[src/mpfq_pkg.sv]
`default_nettype none
package mpfq_pkg;

  localparam int LEVELS      = 8;
  localparam int LEVEL_DEPTH = 16;

  localparam int PRI_W   = 4;
  localparam int ID_W    = 16;
  localparam int ENTRY_W = ID_W + 1;
  localparam int LVL_W   = $clog2(LEVELS);
  localparam int HEAD_W  = $clog2(LEVEL_DEPTH);
  localparam int CNT_W   = $clog2(LEVEL_DEPTH + 1);
  localparam int SUM_W   = CNT_W + 1;
  localparam int ADDR_W  = $clog2(LEVELS * LEVEL_DEPTH);
  localparam int SDATA_W = 24;
  localparam int MDATA_W = 24;
  localparam int MDATA_PAD = MDATA_W - ENTRY_W - PRI_W;

  typedef enum logic [1:0] {
    ST_OK     = 2'd0,
    ST_FULL   = 2'd1,
    ST_EMPTY  = 2'd2,
    ST_BADPRI = 2'd3
  } status_t;

  typedef enum logic {
    CMD_ENQ = 1'b0,
    CMD_DEQ = 1'b1
  } command_t;

  typedef struct packed {
    logic load_in;
    logic exec;
    logic load_out;
  } mpfq_cmd_t;

  typedef struct packed {
    logic out_free;
  } mpfq_stat_t;

endpackage
`default_nettype wire

[src/multilevel_priority_fifo_queue_unit.sv]
// Strict-priority ready queue with one FIFO per priority level.
// Input channel s_*: s_tuser is the command (0 enqueue, 1 dequeue); s_tdata
// carries the priority, the task id and the ready flag of an enqueue.
// Output channel m_*: one beat per input beat, in order. m_tuser is the status
// (0 ok, 1 level full, 2 queue empty, 3 bad priority); m_tdata carries the
// dequeued task id, its ready flag and its level, all zero otherwise.
// A result is registered in steps: the accepting edge captures the request;
// in the execute state the priority encoder picks the level, the level
// memory is written or read and the result is registered; the output
// register is then loaded from the result once it is free.
// The controller passes through its three states, idle, execute and done,
// for each beat, and accepts no new beat until it is back in idle.
// The output register lets the next beat be accepted while a result waits.
// If the receiver stalls, the finished result of the following beat is held
// inside and no further beat is accepted until the output register frees.
// Reset empties every level and drops any pending result; the memory itself
// is not cleared, since only written slots are ever read.
`default_nettype none
module multilevel_priority_fifo_queue_unit (
  input  wire logic                         clk,
  input  wire logic                         rst,
  input  wire logic                         s_tvalid,
  output logic                              s_tready,
  // [3:0] priority_req, [19:4] task_id, [20] task_ready, [23:21] zero.
  input  wire logic [mpfq_pkg::SDATA_W-1:0] s_tdata,
  // [0] command.
  input  wire logic                         s_tuser,
  output logic                              m_tvalid,
  input  wire logic                         m_tready,
  // [15:0] out_task_id, [16] out_task_ready, [20:17] out_priority, [23:21] zero.
  output logic [mpfq_pkg::MDATA_W-1:0]      m_tdata,
  // [1:0] status.
  output logic [1:0]                        m_tuser
);
  import mpfq_pkg::*;

  mpfq_cmd_t  cmd;
  mpfq_stat_t stat;

  mpfq_ctrl u_ctrl (
    .clk      (clk),
    .rst      (rst),
    .s_tvalid (s_tvalid),
    .s_tready (s_tready),
    .stat     (stat),
    .cmd      (cmd)
  );

  mpfq_dpath u_dpath (
    .clk      (clk),
    .rst      (rst),
    .cmd      (cmd),
    .stat     (stat),
    .s_tdata  (s_tdata),
    .s_tuser  (s_tuser),
    .m_tvalid (m_tvalid),
    .m_tready (m_tready),
    .m_tdata  (m_tdata),
    .m_tuser  (m_tuser)
  );

endmodule
`default_nettype wire

[src/mpfq_ctrl.sv]
`default_nettype none
module mpfq_ctrl (
  input  wire logic               clk,
  input  wire logic               rst,
  input  wire logic               s_tvalid,
  output logic                    s_tready,
  input  wire mpfq_pkg::mpfq_stat_t stat,
  output mpfq_pkg::mpfq_cmd_t     cmd
);
  import mpfq_pkg::*;

  typedef enum logic [2:0] {
    S_IDLE = 3'b001,
    S_EXEC = 3'b010,
    S_DONE = 3'b100
  } state_t;

  state_t state;
  state_t state_next;

  always_comb begin
    state_next   = state;
    cmd.load_in  = 1'b0;
    cmd.exec     = 1'b0;
    cmd.load_out = 1'b0;
    unique case (state)
      S_IDLE: begin
        if (s_tvalid) begin
          cmd.load_in = 1'b1;
          state_next  = S_EXEC;
        end
      end
      S_EXEC: begin
        cmd.exec   = 1'b1;
        state_next = S_DONE;
      end
      S_DONE: begin
        if (stat.out_free) begin
          cmd.load_out = 1'b1;
          state_next   = S_IDLE;
        end
      end
      default: state_next = S_IDLE;
    endcase
  end

  assign s_tready = (state == S_IDLE);

  always_ff @(posedge clk) begin
    if (rst) begin
      state <= S_IDLE;
    end else begin
      state <= state_next;
    end
  end

endmodule
`default_nettype wire

[src/mpfq_dpath.sv]
`default_nettype none
module mpfq_dpath (
  input  wire logic                          clk,
  input  wire logic                          rst,
  input  wire mpfq_pkg::mpfq_cmd_t           cmd,
  output mpfq_pkg::mpfq_stat_t               stat,
  input  wire logic [mpfq_pkg::SDATA_W-1:0]  s_tdata,
  input  wire logic                          s_tuser,
  output logic                               m_tvalid,
  input  wire logic                          m_tready,
  output logic [mpfq_pkg::MDATA_W-1:0]       m_tdata,
  output logic [1:0]                         m_tuser
);
  import mpfq_pkg::*;

  logic [ENTRY_W-1:0] mem [LEVELS*LEVEL_DEPTH];
  logic [ENTRY_W-1:0] rd_data;

  logic [HEAD_W-1:0] level_head  [LEVELS];
  logic [CNT_W-1:0]  level_count [LEVELS];

  command_t          in_cmd;
  logic [PRI_W-1:0]  in_pri;
  logic [ID_W-1:0]   in_id;
  logic              in_rdy;

  status_t           res_status;
  logic [PRI_W-1:0]  res_pri;
  logic              res_deq;

  logic [LEVELS-1:0] nonempty;
  logic [LVL_W-1:0]  top_lvl;
  logic [PRI_W-1:0]  enq_pri_m1;
  logic [LVL_W-1:0]  idx;
  logic              pri_ok;
  logic [HEAD_W-1:0] head_sel;
  logic [CNT_W-1:0]  cnt_sel;
  logic [SUM_W-1:0]  sum;
  logic [HEAD_W-1:0] slot;
  logic [HEAD_W-1:0] addr_off;
  logic [ADDR_W-1:0] addr;
  logic              do_enq;
  logic              do_deq;
  status_t           status_next;

  always_comb begin
    top_lvl = '0;
    for (int i = 0; i < LEVELS; i++) begin
      nonempty[i] = (level_count[i] != '0);
      if (nonempty[i]) begin
        top_lvl = LVL_W'(i);
      end
    end
  end

  always_comb begin
    enq_pri_m1 = in_pri - PRI_W'(1);
    pri_ok     = (in_pri != '0) && (in_pri <= PRI_W'(LEVELS));
    idx        = (in_cmd == CMD_DEQ) ? top_lvl : enq_pri_m1[LVL_W-1:0];
    head_sel   = level_head[idx];
    cnt_sel    = level_count[idx];
    sum        = SUM_W'(head_sel) + SUM_W'(cnt_sel);
    if (sum >= SUM_W'(LEVEL_DEPTH)) begin
      sum = sum - SUM_W'(LEVEL_DEPTH);
    end
    slot     = sum[HEAD_W-1:0];
    addr_off = (in_cmd == CMD_DEQ) ? head_sel : slot;
    addr     = ADDR_W'(idx) * ADDR_W'(LEVEL_DEPTH) + ADDR_W'(addr_off);
    do_enq   = 1'b0;
    do_deq   = 1'b0;
    priority if (in_cmd == CMD_DEQ) begin
      if (nonempty == '0) begin
        status_next = ST_EMPTY;
      end else begin
        status_next = ST_OK;
        do_deq      = 1'b1;
      end
    end else if (!pri_ok) begin
      status_next = ST_BADPRI;
    end else if (cnt_sel == CNT_W'(LEVEL_DEPTH)) begin
      status_next = ST_FULL;
    end else begin
      status_next = ST_OK;
      do_enq      = 1'b1;
    end
  end

  always_ff @(posedge clk) begin
    if (cmd.load_in) begin
      in_cmd <= command_t'(s_tuser);
      in_pri <= s_tdata[PRI_W-1:0];
      in_id  <= s_tdata[PRI_W+ID_W-1:PRI_W];
      in_rdy <= s_tdata[PRI_W+ID_W];
    end
    if (cmd.exec) begin
      res_status <= status_next;
      res_deq    <= do_deq;
      res_pri    <= PRI_W'(top_lvl) + PRI_W'(1);
      if (do_enq) begin
        mem[addr] <= {in_rdy, in_id};
      end
      rd_data <= mem[addr];
    end
  end

  always_ff @(posedge clk) begin
    if (rst) begin
      for (int i = 0; i < LEVELS; i++) begin
        level_head[i]  <= '0;
        level_count[i] <= '0;
      end
    end else if (cmd.exec) begin
      if (do_enq) begin
        level_count[idx] <= cnt_sel + CNT_W'(1);
      end else if (do_deq) begin
        level_count[idx] <= cnt_sel - CNT_W'(1);
        if (head_sel == HEAD_W'(LEVEL_DEPTH - 1)) begin
          level_head[idx] <= '0;
        end else begin
          level_head[idx] <= head_sel + HEAD_W'(1);
        end
      end
    end
  end

  always_ff @(posedge clk) begin
    if (cmd.load_out) begin
      m_tuser <= res_status;
      if (res_deq) begin
        m_tdata <= {{MDATA_PAD{1'b0}}, res_pri, rd_data};
      end else begin
        m_tdata <= '0;
      end
    end
  end

  always_ff @(posedge clk) begin
    if (rst) begin
      m_tvalid <= 1'b0;
    end else if (cmd.load_out) begin
      m_tvalid <= 1'b1;
    end else if (m_tready) begin
      m_tvalid <= 1'b0;
    end
  end

  assign stat.out_free = !m_tvalid || m_tready;

endmodule
`default_nettype wire

[config.mk]
export PLATFORM = sky130hd
export DESIGN_NAME = multilevel_priority_fifo_queue_unit
export DESIGN_NICKNAME = d
export VERILOG_FILES = /design/src/mpfq_pkg.sv /design/src/multilevel_priority_fifo_queue_unit.sv /design/src/mpfq_ctrl.sv /design/src/mpfq_dpath.sv
export SDC_FILE = /design/constraint.sdc
export NUM_CORES = 2
export LEC_CHECK = 0
export CORE_MARGIN = 2
export CORE_UTILIZATION = 25
export CTS_CLUSTER_DIAMETER = 30
export CTS_CLUSTER_SIZE = 12
export DETAILED_ROUTE_END_ITERATION = 10
export DONT_BUFFER_PORTS = 1
export HOLD_SLACK_MARGIN = 0.12
export PLACE_DENSITY = 0.42
export SYNTH_ARGS = -nofsm -noshare
export SYNTH_HDL_FRONTEND = slang
export SYNTH_HIERARCHICAL = 1
export SYNTH_SLANG_ARGS = --single-unit
[constraint.sdc]
create_clock -name clk -period 12.8 [get_ports clk]
set_clock_uncertainty 0.1 [all_clocks]
set_input_delay 1.28 -clock clk [delete_from_list [all_inputs] [get_ports clk]]
set_output_delay 1.28 -clock clk [all_outputs]
set_load 0.005 [all_outputs]
==> out/results.tsv <==
stage	metric	value	unit
global_route	grt_max_degree	129	
power_and_ir_drop	power_frac_seq	0.345	
cts	post-cts-setup-buffer-count	0	
placed_design	port_buffers	0	
worst_setup_path	endpoint_kind	register	
worst_setup_path	cp.arrival	8.78	ns
global_route	grt.total_usage	0.142	
cts	cts_tree	yes	
worst_setup_path	cp.buffers_inverters	4	
cts	postCtsHoldBufs	0	
logic_synthesis	synth_ff_type	edfxtp_1	
detailed_routing	ant_nets	0	
logic_synthesis	synthesis.area	89500	sq um
logic_synthesis	synth_enable_flop_cells	2317	
detailed_routing	vias	46100	
cells_and_area	final_core_util	0.320	
floorplan	start_util	0.251	
power_and_ir_drop	leakage	36.6	nW
logic_synthesis	ys_types	77	
floorplan	die_height	602	um
status	outcome	finished clean	
worst_setup_path	crit_path_start_kind	register	
power_and_ir_drop	p_switching	6.00	mW
detailed_routing	post_drt_wl_per_cell	26.3	um
cts	insertion_delay	0.88	ns
worst_setup_path	cp_cell_sequence	or4_1, nor3_2, a21boi_2, or2_1, buf_4, mux2_2, ha_1, inv_1, fa_1, nand2_1, o21a_4, buf_4, buf_4, mux2i_1, a22oi_1, a222oi_1, nand3_1, and4_1	
logic_synthesis	postSynthCellCount	4378	
logic_synthesis	ys_seq_area_frac	0.778	
cells_and_area	nNetsFinal	4884	
global_route	grt_pass1_vias	47900	
detailed_routing	drcViolationCount	0	
timing	period_needed	8.25	ns
worst_setup_path	cpPeakStageDelay	0.92	ns
worst_setup_path	crit_family	simple AND/OR/NAND/NOR gates	
timing	maxSlewViolCount	0	
timing	period_share	0.645	
logic_synthesis	synth-seq-cells	2321	
timing	finalSetupViolCount	0	
floorplan	die_w	602	um
cts	clkSlewWorstSetupHoldPaths	0.04	ns
floorplan	dieArea	363000	sq um
hold_path	worstHoldPathCells	0	
timing	fmax	121	MHz
worst_setup_path	worst_r2r_path_depth	18	
cts	htreeDepth	6	
cts	cts-buffers-inserted	540	
power_and_ir_drop	irDropWorstVdd	0.000109	V
worst_setup_path	cp.required	13.32	ns
global_route	antenna_found_initial	26	
global_route	globalRouteOverflowTotal	0	
power_and_ir_drop	powerDensity	215	nW/um^2
floorplan	core	356000	sq um
timing	rsz0062_at_grt	no	
cts	ctsLongestPathBuffers	4	
logic_synthesis	ys_async_sr_fraction	0	
worst_setup_path	worstReg2RegEnd	u_dpath/rd_data[13]	
flow_run	cap_viol_max_count	0	
detailed_routing	drtIter0Drc	5107	
global_route	grt_pass1_wl	368000	um
power_and_ir_drop	p_int	18.5	mW
worst_setup_path	crit_slowest_cell	a222oi_1	
placed_design	gp_congestion	0.768	
hold_path	hold_end	u_dpath/m_tuser[1]	
floorplan	rows	219	
cells_and_area	area_delta_synth_final	27.3	%
floorplan	io_pins	57	
hold_path	hold_start	u_dpath/res_status[1]	
cts	cts_sinks	2321	
worst_setup_path	rr_startpoint	u_dpath/level_count[7][0]	
cts	cts_resized	0	
detailed_routing	viasPerCell	4.60	
detailed_routing	drtPass1Iterations	7	
power_and_ir_drop	comb_power_share	0.113	
hold_path	hp-class	register to register	
worst_setup_path	crit_path_max_fanout	49	
timing	tns	0	ns
timing	worstMarginPinSlew	1.37	ns
cells_and_area	drive_above_1_share	0.300	
worst_setup_path	cp_common_cell	buf_4	
worst_setup_path	rrSetupSlack	4.55	ns
timing	hold_viol_final	0	
power_and_ir_drop	p_sw_frac	0.244	
logic_synthesis	ys.warnings.count	6	
placed_design	hpwl	150000	um
cts	cts-root-buf	clkbuf_16	
detailed_routing	wl	264000	um
timing	max_slew_margin	0.0873	
power_and_ir_drop	p_clk_frac	0.542	
logic_synthesis	syn_avg_cell_area	20.5	sq um
worst_setup_path	setup.worst_path.class	register to register	
worst max path at each step:
| stage | from | to | depth (start not counted) |
|---|---|---|---|
| finish | u_dpath/level_count[7][0] | u_dpath/rd_data[13] | 18 |
| global route | u_dpath/in_cmd | u_dpath/mem[67][5] | 18 |
| CTS | u_dpath/in_cmd | u_dpath/rd_data[13] | 19 |
| detailed placement | u_dpath/level_count[7][0] | u_dpath/rd_data[13] | 18 |
| global placement | u_dpath/level_count[7][0] | u_dpath/rd_data[13] | 18 |
| floorplan | u_dpath/level_count[5][1] | u_dpath/mem[80][0] | 20 |
power groups by stage:
| stage | sequential (mW) | clock, mW | combinational, mW |
|---|---|---|---|
| floorplan | 8.66 | 0 | 1.69 |
| global placement | 8.59 | 0 | 2.83 |
| detailed placement | 8.59 | 0 | 2.84 |
| CTS | 8.46 | 13.5 | 2.84 |
| global route | 8.45 | 13.9 | 2.95 |
| finish | 8.46 | 13.3 | 2.78 |
metal layers:
layer	share of wire	track usage	vias to the layer above
li1	-	-	19400
met1	0.44	0.194	24900
met2	0.48	0.228	1419
met3	0.053	0.0260	360
met4	0.028	0.0475	0
met5	0	0	-
cells by family (layout without fill, tap and decap cells):
group / count (synthesis) / in the layout / share of synthesized area
xor+xnor: 10 / 10 / 0.000978
flops: 2321 / 2321 / 0.778
other cells: 1 / 12 / 0.0000419
mux: 528 / 528 / 0.127
compound gates: 543 / 543 / 0.0406
fa+ha+maj: 11 / 11 / 0.00170
buf+inv: 286 / 1169 / 0.0146
simple gates: 678 / 678 / 0.0371
flip-flops by register name, indices dropped and copies added, names as in the netlist, 2 cells and up:
name and count:
u_ctrl/state 3, u_dpath/in_id 16, u_dpath/in_pri 4, u_dpath/level_count 40, u_dpath/level_head 32, u_dpath/m_tdata 21
u_dpath/m_tuser 2, u_dpath/mem 2176, u_dpath/rd_data 17, u_dpath/res_pri 4, u_dpath/res_status 2
cell usage in the layout (no fill, tap or decap), drive strengths merged, types with 18 or more instances in the layout:
cell type / count
a21oi: 212
a22o: 34
a22oi: 172
a31oi: 28
and2: 23
and3: 88
buf: 195
bufinv: 62
clkbuf: 643
clkinv: 210
clkinvlp: 23
edfxtp: 2317
inv: 36
mux2i: 40
mux4: 485
nand2: 167
nand3: 52
nand4: 36
nor2: 229
o21ai: 18
cell type report:
type,count,area (sq um)
Antenna cell,9,22.5
Fill cell,34200,242000
Clock inverter,318,3680
Inverter,13,48.8
Clock buffer,643,14100
Timing Repair Buffer,195,1600
Tap cell,4751,5940
Multi-Input combinational cell,1773,18900
Sequential cell,2321,69700
synth_stat cells, types with 3 or more instances:
library cell	count	share of area
edfxtp_1	2317	0.78
mux4_2	485	0.12
nor2_1	227	0.0095
a21oi_1	212	0.012
a22oi_1	172	0.014
nand2_1	167	0.0070
clkbuf_1	123	0.0052
buf_2	105	0.0059
and3_1	88	0.0061
nand3_1	52	0.0029
mux2i_1	39	0.0044
nand4_1	36	0.0025
a22o_1	34	0.0033
a31oi_1	27	0.0019
and2_1	23	0.0016
buf_1	21	0.00088
buf_4	21	0.0018
and4_1	17	0.0017
o21ai_0	17	0.00095
or3_1	16	0.0011
a2111oi_0	15	0.0015
a222oi_1	15	0.0017
inv_1	13	0.00055
a21o_1	11	0.00092
nor3_1	10	0.00056
ha_1	9	0.0013
o21bai_1	9	0.00075
or4_1	6	0.00050
xor2_1	6	0.00059
a221oi_1	5	0.00049
nand2b_1	5	0.00035
dfxtp_1	4	0.00089
nor4_2	4	0.00056
o2111ai_1	4	0.00039
xnor2_1	4	0.00039
mux2_2	3	0.00038
nor3_2	3	0.00034
or2_2	3	0.00021
metrics by stage:
step | std cells | worst slack [ns] | hold slack (ns) | power (mW) | area (sq um)
6_report | 10000 | 4.55 | 0.322 | 24.5 | 114000
5_1_grt | 10000 | 4.12 | 0.320 | 25.3 | 114000
4_1_cts | 10000 | 4.56 | 0.294 | 24.8 | 114000
3_5_place_dp | 9053 | 4.55 | 0.312 | 11.4 | 96200
3_3_place_gp | 9053 | 4.59 | 0.309 | 11.4 | 96200
2_1_floorplan | 4380 | 6.84 | 0.300 | 10.3 | 89500
Power figures use the tool's default switching activity.
